==> src/rtl/core/utrd_pkg.sv <==
// Package for the unsigned to radix digits core.
// Holds the sizes, the sequencer state type, the divider request and response
// structs and the digit glyph function. No dependencies.
`default_nettype none

package utrd_pkg;

  localparam int VALUE_BITS = 32;
  localparam int CHUNK_BITS = 8;
  localparam int DIV_STEPS  = (VALUE_BITS + CHUNK_BITS - 1) / CHUNK_BITS;
  localparam int PAD_BITS   = DIV_STEPS * CHUNK_BITS;
  localparam int STEP_W     = $clog2(DIV_STEPS + 1);
  localparam int IDX_W      = $clog2(VALUE_BITS);
  localparam int CNT_W      = $clog2(VALUE_BITS + 1);
  localparam int DIGIT_W    = 6;
  localparam int CHAR_W     = 7;
  localparam int RADIX_W    = 8;

  localparam logic [RADIX_W-1:0] RadixMin = 8'd2;
  localparam logic [RADIX_W-1:0] RadixMax = 8'd36;
  localparam logic [DIGIT_W-1:0] DigitMax = 6'd35;
  localparam logic [CHAR_W-1:0]  CharNul  = 7'h00;
  localparam logic [CHAR_W-1:0]  CharZero = 7'h30;
  localparam logic [CHAR_W-1:0]  CharA    = 7'h61;

  typedef enum logic [1:0] {
    S_IDLE,
    S_DIV,
    S_EMIT,
    S_TERM
  } state_t;

  typedef struct packed {
    logic                  start;
    logic [VALUE_BITS-1:0] dividend;
    logic [DIGIT_W-1:0]    radix;
  } div_req_t;

  typedef struct packed {
    logic                  done;
    logic [VALUE_BITS-1:0] quotient;
    logic [DIGIT_W-1:0]    remainder;
  } div_rsp_t;

  function automatic logic [CHAR_W-1:0] digit_glyph(input logic [DIGIT_W-1:0] d);
    logic [DIGIT_W-1:0] dc;
    dc = (d > DigitMax) ? DigitMax : d;
    if (dc < 6'd10) begin
      return CharZero + {1'b0, dc};
    end
    return CharA + {1'b0, dc} - 7'd10;
  endfunction

endpackage

`default_nettype wire

==> src/rtl/core/utrd_if.sv <==
// Stream interfaces for the unsigned to radix digits core.
// Input channel carries number and radix, result channel a character and last.
// Depends on utrd_pkg.
`default_nettype none

interface utrd_in_if;
  import utrd_pkg::*;
  logic                  valid;
  logic                  ready;
  logic [VALUE_BITS-1:0] number;
  logic [RADIX_W-1:0]    radix;
  modport source (output valid, output number, output radix, input ready);
  modport sink (input valid, input number, input radix, output ready);
endinterface

interface utrd_out_if;
  import utrd_pkg::*;
  logic              valid;
  logic              ready;
  logic [CHAR_W-1:0] character;
  logic              last;
  modport source (output valid, output character, output last, input ready);
  modport sink (input valid, input character, input last, output ready);
endinterface

`default_nettype wire

==> src/rtl/core/unsigned_to_radix_digits_core.sv <==
// Unsigned to radix digits core: one input transfer gives D digit transfers,
// most significant first, then a NUL transfer with last set.
// Each digit takes one pass through the shared divider; the digits are stored
// and then sent out, the output side waiting on out ready.
// A base outside 2..36 gives the NUL transfer only. in ready is low while busy.
// Synchronous active-low reset clears the sequencer; the digit store is not reset.
`default_nettype none

module unsigned_to_radix_digits_core (
  input  wire logic  clk,
  input  wire logic  rst_n,
  utrd_in_if.sink    in_ch,
  utrd_out_if.source out_ch
);
  import utrd_pkg::*;

  state_t             state_r, state_nxt;
  logic [CNT_W-1:0]   count_r, count_nxt;
  logic [CNT_W-1:0]   emit_r, emit_nxt;
  logic [DIGIT_W-1:0] radix_r, radix_nxt;
  logic [DIGIT_W-1:0] store_r [VALUE_BITS];

  div_req_t req;
  div_rsp_t rsp;

  logic in_xfer;
  logic out_xfer;
  logic radix_ok;
  logic q_zero;
  logic [CNT_W-1:0] emit_idx;

  assign in_xfer  = in_ch.valid && in_ch.ready;
  assign out_xfer = out_ch.valid && out_ch.ready;
  assign radix_ok = (in_ch.radix >= RadixMin) && (in_ch.radix <= RadixMax);
  assign q_zero   = (rsp.quotient == '0);
  assign emit_idx = emit_r - 1'b1;

  utrd_div_unit u_div (
    .clk   (clk),
    .rst_n (rst_n),
    .req   (req),
    .rsp   (rsp)
  );

  // next state
  always_comb begin
    state_nxt = state_r;
    count_nxt = count_r;
    emit_nxt  = emit_r;
    radix_nxt = radix_r;
    unique case (state_r)
      S_IDLE: begin
        if (in_xfer) begin
          if (radix_ok) begin
            state_nxt = S_DIV;
            count_nxt = '0;
            radix_nxt = in_ch.radix[DIGIT_W-1:0];
          end else begin
            state_nxt = S_TERM;
          end
        end
      end
      S_DIV: begin
        if (rsp.done) begin
          count_nxt = count_r + 1'b1;
          if (q_zero) begin
            state_nxt = S_EMIT;
            emit_nxt  = count_r + 1'b1;
          end
        end
      end
      S_EMIT: begin
        if (out_xfer) begin
          emit_nxt = emit_r - 1'b1;
          if (emit_r == CNT_W'(1)) begin
            state_nxt = S_TERM;
          end
        end
      end
      S_TERM: begin
        if (out_xfer) begin
          state_nxt = S_IDLE;
        end
      end
      default: state_nxt = S_IDLE;
    endcase
  end

  // outputs
  always_comb begin
    in_ch.ready      = 1'b0;
    out_ch.valid     = 1'b0;
    out_ch.character = CharNul;
    out_ch.last      = 1'b0;
    req.start        = 1'b0;
    req.dividend     = in_ch.number;
    req.radix        = in_ch.radix[DIGIT_W-1:0];
    unique case (state_r)
      S_IDLE: begin
        in_ch.ready = 1'b1;
        req.start   = in_ch.valid && radix_ok;
      end
      S_DIV: begin
        req.dividend = rsp.quotient;
        req.radix    = radix_r;
        req.start    = rsp.done && !q_zero;
      end
      S_EMIT: begin
        out_ch.valid     = 1'b1;
        out_ch.character = digit_glyph(store_r[emit_idx[IDX_W-1:0]]);
      end
      S_TERM: begin
        out_ch.valid = 1'b1;
        out_ch.last  = 1'b1;
      end
      default: begin
        in_ch.ready = 1'b0;
      end
    endcase
  end

  always_ff @(posedge clk) begin
    if (!rst_n) begin
      state_r <= S_IDLE;
      count_r <= '0;
      emit_r  <= '0;
    end else begin
      state_r <= state_nxt;
      count_r <= count_nxt;
      emit_r  <= emit_nxt;
    end
    radix_r <= radix_nxt;
    if (state_r == S_DIV && rsp.done) begin
      store_r[count_r[IDX_W-1:0]] <= rsp.remainder;
    end
  end

`ifndef SYNTH
  a_no_overlap: assert property (@(posedge clk) disable iff (!rst_n)
    in_ch.ready |-> !out_ch.valid)
    else $error("input ready while a result is pending");

  a_done_in_div: assert property (@(posedge clk) disable iff (!rst_n)
    rsp.done |-> (state_r == S_DIV))
    else $error("divider finished outside the divide state");

  a_emit_nonempty: assert property (@(posedge clk) disable iff (!rst_n)
    (state_r == S_EMIT) |-> (emit_r != '0) && (emit_r <= count_r))
    else $error("digit index out of range");

  a_term_follows: assert property (@(posedge clk) disable iff (!rst_n)
    (state_r == S_EMIT && out_xfer && emit_r == CNT_W'(1)) |=> out_ch.last)
    else $error("terminator did not follow the last digit");
`endif

endmodule

`default_nettype wire

==> src/rtl/core/utrd_div_unit.sv <==
// Iterative restoring divider: value by a radix of up to 63, CHUNK_BITS
// quotient bits per cycle while busy, done pulse after the last chunk.
// Depends on utrd_pkg.
`default_nettype none

module utrd_div_unit (
  input  wire logic               clk,
  input  wire logic               rst_n,
  input  wire utrd_pkg::div_req_t req,
  output utrd_pkg::div_rsp_t      rsp
);
  import utrd_pkg::*;

  logic                  busy_r, busy_nxt;
  logic                  done_r, done_nxt;
  logic [STEP_W-1:0]     cnt_r, cnt_nxt;
  logic [PAD_BITS-1:0]   work_r, work_nxt;
  logic [DIGIT_W-1:0]    rem_r, rem_nxt;
  logic [DIGIT_W-1:0]    radix_r, radix_nxt;

  logic [DIGIT_W:0]      part;
  logic [CHUNK_BITS-1:0] qbits;
  logic [CHUNK_BITS-1:0] chunk;

  always_comb begin
    chunk = work_r[PAD_BITS-1 -: CHUNK_BITS];
    part  = {1'b0, rem_r};
    qbits = '0;
    for (int i = CHUNK_BITS - 1; i >= 0; i--) begin
      part = {part[DIGIT_W-1:0], chunk[i]};
      if (part >= {1'b0, radix_r}) begin
        part     = part - {1'b0, radix_r};
        qbits[i] = 1'b1;
      end
    end
  end

  always_comb begin
    busy_nxt  = busy_r;
    done_nxt  = 1'b0;
    cnt_nxt   = cnt_r;
    work_nxt  = work_r;
    rem_nxt   = rem_r;
    radix_nxt = radix_r;
    if (req.start) begin
      busy_nxt  = 1'b1;
      cnt_nxt   = STEP_W'(DIV_STEPS);
      work_nxt  = PAD_BITS'(req.dividend);
      rem_nxt   = '0;
      radix_nxt = req.radix;
    end else if (busy_r) begin
      work_nxt = (PAD_BITS > CHUNK_BITS) ?
                 {work_r[PAD_BITS-CHUNK_BITS-1:0], qbits} : PAD_BITS'(qbits);
      rem_nxt  = part[DIGIT_W-1:0];
      cnt_nxt  = cnt_r - 1'b1;
      if (cnt_r == STEP_W'(1)) begin
        busy_nxt = 1'b0;
        done_nxt = 1'b1;
      end
    end
  end

  always_ff @(posedge clk) begin
    if (!rst_n) begin
      busy_r <= 1'b0;
      done_r <= 1'b0;
      cnt_r  <= '0;
    end else begin
      busy_r <= busy_nxt;
      done_r <= done_nxt;
      cnt_r  <= cnt_nxt;
    end
    work_r  <= work_nxt;
    rem_r   <= rem_nxt;
    radix_r <= radix_nxt;
  end

  assign rsp.done      = done_r;
  assign rsp.quotient  = work_r[VALUE_BITS-1:0];
  assign rsp.remainder = rem_r;

endmodule

`default_nettype wire

==> src/flat_wrapper.sv <==
// flat-port wrapper written by rule: the top's interface ports become plain ports
module unsigned_to_radix_digits_core_flat import utrd_pkg::*;
  (clk, rst_n, in_ch_valid, in_ch_number, in_ch_radix, in_ch_ready, out_ch_valid, out_ch_character, out_ch_last, out_ch_ready);
  utrd_in_if in_ch_i ();
  utrd_out_if out_ch_i ();
  input  wire logic clk;
  input  wire logic rst_n;
  input wire logic [$bits(in_ch_i.valid)-1:0] in_ch_valid;
  input wire logic [$bits(in_ch_i.number)-1:0] in_ch_number;
  input wire logic [$bits(in_ch_i.radix)-1:0] in_ch_radix;
  output wire logic [$bits(in_ch_i.ready)-1:0] in_ch_ready;
  output wire logic [$bits(out_ch_i.valid)-1:0] out_ch_valid;
  output wire logic [$bits(out_ch_i.character)-1:0] out_ch_character;
  output wire logic [$bits(out_ch_i.last)-1:0] out_ch_last;
  input wire logic [$bits(out_ch_i.ready)-1:0] out_ch_ready;
  assign in_ch_i.valid = in_ch_valid;
  assign in_ch_i.number = in_ch_number;
  assign in_ch_i.radix = in_ch_radix;
  assign in_ch_ready = in_ch_i.ready;
  assign out_ch_valid = out_ch_i.valid;
  assign out_ch_character = out_ch_i.character;
  assign out_ch_last = out_ch_i.last;
  assign out_ch_i.ready = out_ch_ready;
  unsigned_to_radix_digits_core u_core (.clk(clk), .rst_n(rst_n), .in_ch(in_ch_i), .out_ch(out_ch_i));
endmodule
==> config.mk <==
export PLATFORM = sky130hd
export DESIGN_NAME = unsigned_to_radix_digits_core_flat
export DESIGN_NICKNAME = d
export VERILOG_FILES = /design/src/rtl/core/utrd_pkg.sv /design/src/rtl/core/utrd_if.sv /design/src/rtl/core/unsigned_to_radix_digits_core.sv /design/src/rtl/core/utrd_div_unit.sv /design/src/flat_wrapper.sv
export SDC_FILE = /design/constraint.sdc
export NUM_CORES = 1
export LEC_CHECK = 0
export BUFFER_PORTS_ARGS = -buffer_cell sky130_fd_sc_hd__buf_2
export CAP_MARGIN = 20
export CORE_ASPECT_RATIO = 1.25
export CORE_MARGIN = 2
export CORE_UTILIZATION = 45
export CTS_CLUSTER_SIZE = 14
export DETAILED_ROUTE_END_ITERATION = 10
export HOLD_SLACK_MARGIN = 0.12
export SYNTH_ARGS = -nofsm -noshare
export SYNTH_HDL_FRONTEND = slang
export SYNTH_HIERARCHICAL = 1
export SYNTH_SLANG_ARGS = --single-unit
==> constraint.sdc <==
create_clock -name clk -period 32.2 [get_ports clk]
set_input_delay 3.22 -clock clk [delete_from_list [all_inputs] [get_ports clk]]
set_output_delay 3.22 -clock clk [all_outputs]
set_load 0.1 [all_outputs]
==> impl_results.md, run 1 <==
- Yosys warnings: 6
- Max FO, Critical Path: 14
- Slowest-stage cell, CP: nor3_1
- Gpl congestion: between 0.8 and 0.9
- PortBufs: 53
- Run status: finished clean
- F_max: approximately 0.055 GHz
- Crit-path max cell delay: 0.83 ns
- FFs w/ async S/R, synth: 0%
- Worst Hold Class: reg2reg
- Die area: ~34000 um^2
- Worst setup EP type: register
- Top_reg_cell synth: edfxtp_1
- Initial antenna violation count: 1
- TritonCTS Buffers: 27
- Hold Vio Cnt, Final: 0
- Total global-route track usage: a little over 20%
- Worst-path clk slew: 0.07 ns
- Final std cells w/o fill: 1596
- Final min period: 18.25 ns
- Total grt overflow: 0
- Die Ht: 204.8 um
- Worst path bufs/invs: 2
- Fin nets: 1280
- Iter 0 DRT Violations: approximately 760
- Final setup viols: 0
- Unrepaired setup endpoints after global routing: false
- Total wire length: 34180 um
- Seq cells post-synth: 261
- Final Skew: 0.01319 ns
- # rows: 73
- Pre-CTS setup slack: ~14 ns
- Setup Buffers After CTS: 0
- Initial core utilization: between 40% and 50%
- CTS tree: yes
- Post-synth EDFFs: 236
- Critical path class: reg2reg
- Area growth syn-to-layout: 9.981%
- Fin crit share: 56.67%
- Clk sinks: about 260
- Hold_buf cts: 0
- Clk Latency, worst-skew pair: 0.53 ns
- Vias post-DR: 9388
- IO Pins: 54
- Drt via density: 5.882
- Startpoint types: register
- Worst EP required: 32.48 ns
- Post-CTS sizing: 0
- Largest net degree at the start of global routing: 52
- Avg Inst Size Synth: between 10 and 15 um^2
- DIE WIDTH: 164.6 um
- Root buffer cell: clkbuf_16
- Clock Tree Buf Depth: 3
- Ant. Diodes: 0
- Family with the most delay on the worst path: compound AO/OA/AOI/OAI gates
- Htree depth: 1
- Sequential-to-total area share from yosys stat: 52.27%
- Final setup TNS: 0 ns
- First-pass GRT wire length: 52570 um
- Yosys cell types: 89
- Drt first pass iters: 5
- Worst Tran Pin Value: 1.069 ns
- Placed cells: about 1500
- HPWL after detailed placement: ~24000 um
- Syn Nets: 1231
- Core ar.: 31790 um^2
- Slew HR: 28.14%
- Reg2Reg Setup Slack: 13.95 ns
- Maxcap violations: 0
- Vias in the first global route: 9316
- Slew Limit Fails: 0
- Synthesized cell area: 14520 um^2
- Synth Instances: 1118
- Critical path data arrival time: 18.53 ns
- Number of routed nets with antenna violations: 0
- Fin worst setup slack: 13.95 ns
- Remaining DRCs: 0
- Share of cells above drive strength 1: 22.47%
- Drt wl/cell: 21.42 um
metal layers:
layer  wire length, um  up-vias  global-route usage (%)
met3              1348       82                   2.085
li1                  -     4398                       -
met4              1671        2                   9.224
met2             17490      241                   36.27
met5                13        -                       0
met1             13660     4665                   24.85
cell families (layout without fill, tap and decap cells):
logic type / Yosys count / count (layout) / synth area share, %
mux: 151 / 151 / 15.60
xor+xnor: 35 / 35 / 2.241
simple gates: 291 / 291 / 9.697
compound gates: 213 / 213 / 10.76
fa+ha+maj: 69 / 69 / 6.361
buf+inv: 98 / 164 / 3.077
flops: 261 / 261 / 52.27
state kept, by name (all words and copies together), names as in the netlist:
name / cells
u_core/store_r: 192
u_core/u_div/work_r: 32
u_core/count_r: 6
u_core/emit_r: 6
u_core/radix_r: 6
u_core/u_div/radix_r: 6
u_core/u_div/rem_r: 6
u_core/u_div/cnt_r: 3
u_core/state_r: 2
u_core/u_div/busy_r: 1
u_core/u_div/done_r: 1
through the flow:
stage	instance area, um^2	hold WS [ns]	util [%]
floorplan	14520	0.4498	-
global placement	15160	0.4663	47.70
detailed placement	15160	0.4700	47.70
CTS	15950	0.4781	50.19
global route	15970	0.5158	50.23
finish	15970	0.4833	50.23
tightest hold or removal path: stages, from the launching register on:
cell and delay, ns:
dfxtp_1 0.31, nor2_1 0.08, a211oi_1 0.05
layout by cell type (no fill, tap or decap), drive strengths merged, types with 6 or more instances in the layout:
master and n:
a211o 7, a211oi 11, a21boi 6, a21o 21, a21oi 53, a31oi 10, and3 9, buf 65
clkbuf 36, clkinv 6, dfxtp 25, edfxtp 236, fa 8, ha 61, inv 52, mux2 81
mux2i 20, mux4 50, nand2 85, nand2b 11, nand3 26, nor2 84, nor2b 16, nor3 15
nor4 15, o211ai 9, o21a 10, o21ai 32, o31ai 11, or3 6, xnor2 20, xor2 15
synth_stat cells, drive strengths merged (7+ instances only):
library cell	count	share of area, %
a31oi	10	0.43
fa	8	1.1
clkbuf	26	0.67
mux2	81	6.3
xor2	15	1.0
and3	9	0.39
a211oi	11	0.72
nand2	85	2.2
xnor2	20	1.2
nand3	26	1.0
nor2b	16	0.69
mux2i	20	1.4
ha	61	5.3
dfxtp	25	3.4
o21a	10	0.52
buf	20	1.1
o31ai	11	0.73
nor3	15	0.59
edfxtp	236	49
o21ai	32	1.1
a21o	21	1.1
nor2	84	2.2
inv	51	1.3
nand2b	11	0.47
o211ai	9	0.56
a211o	7	0.42
nor4	15	0.69
a21oi	53	2.0
mux4	50	7.9
layout make-up:
type	instances	area, um^2
fillers	2758	15820
flip-flops and latches	261	7589
multi-input cells	759	6506
clock buffers	36	709.4
well taps	412	515.5
repair buffers	66	367.9
inverters	52	195.2
clock inverters	10	82.58
path summary, 6_finish.rpt:
| check | endpoint | startpoint | cells past startpoint |
|---|---|---|---|
| worst min-delay path | u_core/u_div/cnt_r[1] | u_core/u_div/cnt_r[1] | 2 |
| worst max register to register | u_core/u_div/work_r[0] | u_core/u_div/radix_r[1] | 69 |
| worst max-delay path | u_core/u_div/work_r[0] | u_core/u_div/radix_r[1] | 69 |
| worst min register to register | u_core/u_div/cnt_r[1] | u_core/u_div/cnt_r[1] | 2 |
Power of run 1 is not shown: default switching activity piles up to over one toggle a cycle in this logic, so the estimate is an artifact.
==> run 2: changes to the inputs <==
==> constraint.sdc (replaced) <==
create_clock -name clk -period 18.45 [get_ports clk]
set_input_delay 1.845 -clock clk [delete_from_list [all_inputs] [get_ports clk]]
set_output_delay 1.845 -clock clk [all_outputs]
set_load 0.1 [all_outputs]
==> run 2 against run 1 <==
  * Routed wire length decreased by 0.96%
  * First-iteration DRC count decreased by 19%
  * Final cell count rose by 0.50%
  * Die area stayed put
  * Via count fell by 0.84%
  * Critical endpoint unchanged
==> impl_results.md, run 2 (synthesis results as in run 1) <==
- Startpoint types: register
- Die Ht: 204.8 um (unchanged)
- F_max: 0.05884 GHz (+7.4%)
- Unrepaired setup endpoints after global routing: false
- Slew HR: 28.11% (-0.032 points)
- Remaining DRCs: 0 (unchanged)
- Crit-path max cell delay: 0.44 ns (-0.39 ns)
- Critical path class: reg2reg
- Total global-route track usage: 20.30% (-0.084 points)
- Share of cells above drive strength 1: 23.49% (+1.0 points)
- Total grt overflow: 0 (unchanged)
- Max reg flops: 192 (unchanged)
- Hold Vio Cnt, Final: 0 (unchanged)
- IO Pins: 54 (unchanged)
- Worst EP required: 18.74 ns (-13.74 ns)
- PortBufs: 53 (unchanged)
- Root buffer cell: clkbuf_16
- Iter 0 DRT Violations: 614 (-19%)
- Drt first pass iters: 5 (unchanged)
- # rows: 73 (unchanged)
- Fin nets: 1284 (+0.31%)
- Maxcap violations: 0 (unchanged)
- Clk sinks: 261 (unchanged)
- Final min period: 16.99 ns (-1.252 ns)
- Drt via density: 5.804 (-1.3%)
- Initial antenna violation count: 0 (-1)
- Run status: finished clean
- First-pass GRT wire length: 52550 um (about the same)
- Worst Tran Pin Value: 1.069 ns (+0.0004803 ns)
- Worst Hold Class: reg2reg
- Drt wl/cell: 21.11 um (-1.5%)
- Commonest non-fill, non-tap cell in the layout: edfxtp_1
- Cells on Worst Hold Path: 2 (unchanged)
- Total wire length: 33850 um (-0.96%)
- Gpl congestion: 0.8659 (-1.8%)
- R2R depth: 68 (-1.4%)
- Commonest cells after routing, fill and taps aside: edfxtp_1, nand2_1, nor2_1
- Worst setup EP type: register
- Final Skew: 0.03538 ns (+0.02220 ns)
- Family with the most delay on the worst path: compound AO/OA/AOI/OAI gates
- Fin crit share: 92.11% (+35 points)
- Hold_buf cts: 0 (unchanged)
- Number of routed nets with antenna violations: 0 (unchanged)
- HPWL after detailed placement: 23500 um (-1.2%)
- Vias in the first global route: 9404 (+0.94%)
- Area growth syn-to-layout: 10.54%
- Final std cells w/o fill: 1604 (+0.50%)
- Max FO, Critical Path: 13 (-1)
- Slowest-stage cell, CP: or2_1
- Fin worst setup slack: 1.456 ns (-12.50 ns)
- Htree depth: 1 (unchanged)
- Clock Tree Buf Depth: 3 (unchanged)
- CP Depth: 68 (-1.4%)
- Slew Limit Fails: 0 (unchanged)
- Worst-path clk slew: 0.06 ns (about the same)
- Filler cells: 2790 (+1.2%)
- Largest net degree at the start of global routing: 52 (unchanged)
- Critical path data arrival time: 17.28 ns (-1.25 ns)
- Core ar.: 31790 um^2 (unchanged)
- TritonCTS Buffers: 27 (unchanged)
- Die area: 33720 um^2 (unchanged)
- Ant. Diodes: 0 (unchanged)
- Final setup TNS: 0 ns (unchanged)
- Final setup viols: 0 (unchanged)
- Placed cells: 1552 (+0.19%)
- Clk Latency, worst-skew pair: 0.53 ns (about the same)
- DIE WIDTH: 164.6 um (unchanged)
- Pre-CTS setup slack: 0.7137 ns (-13.56 ns)
- Worst path bufs/invs: 2 (unchanged)
- CTS tree: yes
- Initial core utilization: 45.67% (unchanged)
- Vias post-DR: 9309 (-0.84%)
run 2: changes by cell type in the layout (fill, tap and decap cells not counted), sizes merged:
cell          delta
inv              +1
buf              +5
clkinvlp         -1
clkbuf           -4
dlymetal6s2s     -1
clkinv           +8
run 2: what timing repair did:
action / CTS / global route
gates resized for setup: 0 / 8
hold endpoints to repair: 0 / 0
setup endpoints to repair: 0 / 7
buffers inserted: 0 / 2
run 2: metrics by stage:
stage	util, %	area (um^2)	hold slack (ns)
3_3_place_gp	47.77	15180	0.4656
2_1_floorplan	-	14520	0.4498
6_report	50.48	16050	0.4821
5_1_grt	50.48	16050	0.5017
4_1_cts	50.35	16000	0.4774
3_5_place_dp	47.77	15180	0.4702
run 2: final cells by class:
cell class / count / area, um^2 / area share [%]
Sequential cell: 261 / 7589 / 47.29
Inverter: 52 / 195.2 / 1.216
Tap cell: 412 / 515.5 / 3.212
Multi-Input combinational cell: 759 / 6534 / 40.72
Clock inverter: 18 / 126.4 / 0.7875
Timing Repair Buffer: 70 / 392.9 / 2.448
Clock buffer: 32 / 694.4 / 4.327
run 2: worst paths after layout:
kind | from | end | slack, ns
setup / recovery | u_core/u_div/radix_r[4] | u_core/u_div/work_r[0] | 1.46
hold / removal | u_core/u_div/cnt_r[1] | u_core/u_div/cnt_r[1] | 0.48
setup reg to reg | u_core/u_div/radix_r[4] | u_core/u_div/work_r[0] | 1.46
hold reg to reg | u_core/u_div/cnt_r[1] | u_core/u_div/cnt_r[1] | 0.48
run 2: worst min-delay path, delay by kind of cell (launching register included):
kind,cells,cell delay (ns)
AO/OA/AOI/OAI,1,0.05
flip-flops,1,0.31
AND/OR/NAND/NOR,1,0.08
run 2: per-layer routing:
metal	wire length [um]	up-vias	GRT usage, %
li1	-	4411	-
met1	13380	4628	23.99
met2	18000	205	37.70
met3	1233	65	2.247
met4	1244	0	7.391
met5	0	-	0
Power of run 2 is left out for the same reason.
==> run 3: changes to the inputs <==
--- a/config.mk
+++ b/config.mk
@@ -5,6 +5,7 @@
 export SDC_FILE = /design/constraint.sdc
 export NUM_CORES = 1
 export LEC_CHECK = 0
+export ABC_AREA = 1
 export BUFFER_PORTS_ARGS = -buffer_cell sky130_fd_sc_hd__buf_2
 export CAP_MARGIN = 20
 export CORE_ASPECT_RATIO = 1.25
==> run 3 against run 2 <==
  * Cell area up 1.1%
  * Critical path depth up 13
  * Critical path type unchanged
  * Synthesized area up 1.4%
  * Final cell count up 33%
  * Largest cell class unchanged
  * Flip-flop and latch count unchanged
  * Register-to-register slack better by 2.7 ns
  * Clock skew down 0.023 ns
  * Highest routed layer unchanged
  * Setup slack better by 2.7 ns
==> impl_results.md, run 3 <==
- Hold Vio Cnt, Final: 0 (unchanged)
- Final setup TNS: 0 ns (unchanged)
- # rows: 74 (+1.4%)
- FFs w/ async S/R, synth: 0% (unchanged)
- Yosys top cell by area: edfxtp_1
- Synthesized cell area: 14730 um^2 (+1.4%)
- Most common cell in the netlist: nand2_1
- Max reg flops: 192 (unchanged)
- Max FO, Critical Path: 14 (+1)
- Vias post-DR: 11367 (+22%)
- Commonest cells post-synth: nand2_1, edfxtp_1, nand3_1
- Fin nets: 1808 (+41%)
- Clk sinks: 261 (unchanged)
- TritonCTS Buffers: 28 (+3.7%)
- First-pass GRT wire length: 59530 um (+13%)
- Number of routed nets with antenna violations: 0 (unchanged)
- Worst EP required: 18.72 ns (-0.02 ns)
- Startpoint types: register
- Area growth syn-to-layout: 10.11%
- Iter 0 DRT Violations: 848 (+38%)
- Synth Instances: 1659 (+48%)
- Worst setup EP type: register
- Post-CTS sizing: 0 (unchanged)
- Sequential-to-total area share from yosys stat: 51.52% (-0.75 points)
- Vias in the first global route: 11097 (+18%)
- Total grt overflow: 0 (unchanged)
- Clk Latency, worst-skew pair: 0.54 ns (about the same)
- Die area: 34200 um^2 (+1.4%)
- Synth top area cells: edfxtp_1, nand2_1, nand3_1
- Commonest non-fill, non-tap cell in the layout: nand2_1
- DIE WIDTH: 165.8 um (+0.70%)
- Critical path data arrival time: 14.58 ns (-2.70 ns)
- Initial antenna violation count: 0 (unchanged)
- Drt first pass iters: 5 (unchanged)
- Worst-path clk slew: 0.06 ns (about the same)
- Final min period: 14.32 ns (-2.679 ns)
- Initial core utilization: 45.31% (-0.36 points)
- PortBufs: 53 (unchanged)
- CTS tree: yes
- Remaining DRCs: 0 (unchanged)
- Crit-path max cell delay: 0.58 ns (+0.14 ns)
- Drt via density: 5.324 (-8.3%)
- Critical path class: reg2reg
- Share of cells above drive strength 1: 10.31% (-13 points)
- F_max: 0.06986 GHz (+19%)
- Worst Hold Class: reg2reg
- Filler cells: 3046 (+9.2%)
- Setup Buffers After CTS: 0 (unchanged)
- Final Skew: 0.01217 ns (-0.02321 ns)
- Gpl congestion: 0.8505 (-1.8%)
- Unrepaired setup endpoints after global routing: false
- Die Ht: 206.3 um (+0.71%)
- Drt wl/cell: 17.61 um (-17%)
- Commonest cells after routing, fill and taps aside: nand2_1, edfxtp_1, nand3_1
- Htree depth: 1 (unchanged)
- Largest net degree at the start of global routing: 71 (+37%)
- Yosys warnings: 6 (unchanged)
- Total global-route track usage: 21.95% (+1.7 points)
- Area occupied by multi-input gates: 6280 um^2 (-3.9%)
- Ant. Diodes: 0 (unchanged)
- Slew HR: 44.32% (+16 points)
- Maxcap violations: 0 (unchanged)
- IO Pins: 54 (unchanged)
- Worst Tran Pin Value: 0.8340 ns (-0.2353 ns)
- Post-synth EDFFs: 236 (unchanged)
- Syn Nets: 1772 (+44%)
- Slew Limit Fails: 0 (unchanged)
- HPWL after detailed placement: 25180 um (+7.1%)
- Seq cells post-synth: 261 (unchanged)
- Reg area: 7592 um^2 (about the same)
- Root buffer cell: clkbuf_16
- Fin crit share: 77.59% (-15 points)
- Hold_buf cts: 0 (unchanged)
- Yosys cell types: 48 (-46%)
- Avg Inst Size Synth: 8.877 um^2 (-32%)
- Top_reg_cell synth: edfxtp_1
- Area share of the largest cell type after synthesis: 48.12% (-0.70 points)
- Final setup viols: 0 (unchanged)
- Clock Tree Buf Depth: 3 (unchanged)
- Run status: finished clean
- Slowest-stage cell, CP: inv_1
- Total wire length: 37600 um (+11%)
- Core ar.: 32500 um^2 (+2.2%)
## run 3: cell count changes after synthesis, sizes merged, moves of 16 or more
cell	change
o21ai	+46
buf	+19
nor2b	-16
inv	+84
nor2	+62
a21o	-20
mux2i	-20
nand3	+145
nand2	+496
mux2	-81
mux4	-50
## run 3: worst paths after layout
path / end / start / cells after the start / slack [ns]
max reg2reg: u_core/u_div/work_r[0] / u_core/u_div/radix_r[1] / 81 / 4.13
min: u_core/count_r[5] / u_core/count_r[5] / 2 / 0.49
max: u_core/u_div/work_r[0] / u_core/u_div/radix_r[1] / 81 / 4.13
min reg2reg: u_core/count_r[5] / u_core/count_r[5] / 2 / 0.49
## run 3: logic make-up after synthesis
kind of cell | Yosys count | share of synthesized area [%]
xor+xnor | 32 | 2.031
simple gates | 928 | 27.79
flops | 261 | 51.52
buf+inv | 196 | 5.896
fa+ha+maj | 69 | 6.270
compound gates | 173 | 6.491
## run 3: through the flow
step           instance area (um^2)  util [%]  worst slack, ns  hold WS [ns]  instances
2_1_floorplan                 14730         -            5.944        0.4527       1659
3_3_place_gp                  15270     46.99            4.786        0.4604       2082
3_5_place_dp                  15270     46.99            4.298        0.4686       2082
4_1_cts                       16210     49.88            4.252        0.4774       2134
5_1_grt                       16220     49.90            2.586        0.5130       2135
6_report                      16220     49.90            4.135        0.4856       2135
## run 3: critical path, delay by kind of cell (launching register included)
family,cells,cell delay (ns)
AO/OA/AOI/OAI,25,5.16
adder cells (fa/ha/maj),8,2.68
buffers and inverters,14,1.71
flip-flops,1,0.46
AND/OR/NAND/NOR,34,4.03
## run 3: area by class of cell
class / count / share of cell area, %
flip-flops and latches: 261 / 46.82
multi-input cells: 1202 / 38.73
clock buffers: 43 / 5.046
well taps: 418 / 3.225
inverters: 135 / 3.156
repair buffers: 67 / 2.269
clock inverters: 9 / 0.7562
## run 3: metal layers
metal	track usage [%]	vias to the layer above	share of wire [%]	wire, um
met2	39.79	326	51	19020
met4	10.16	0	4.6	1742
met3	2.355	99	4.8	1787
met1	26.32	5317	40	15050
met5	0	-	0	0
li1	-	5625	-	-
Power of run 3 is left out for the same reason.
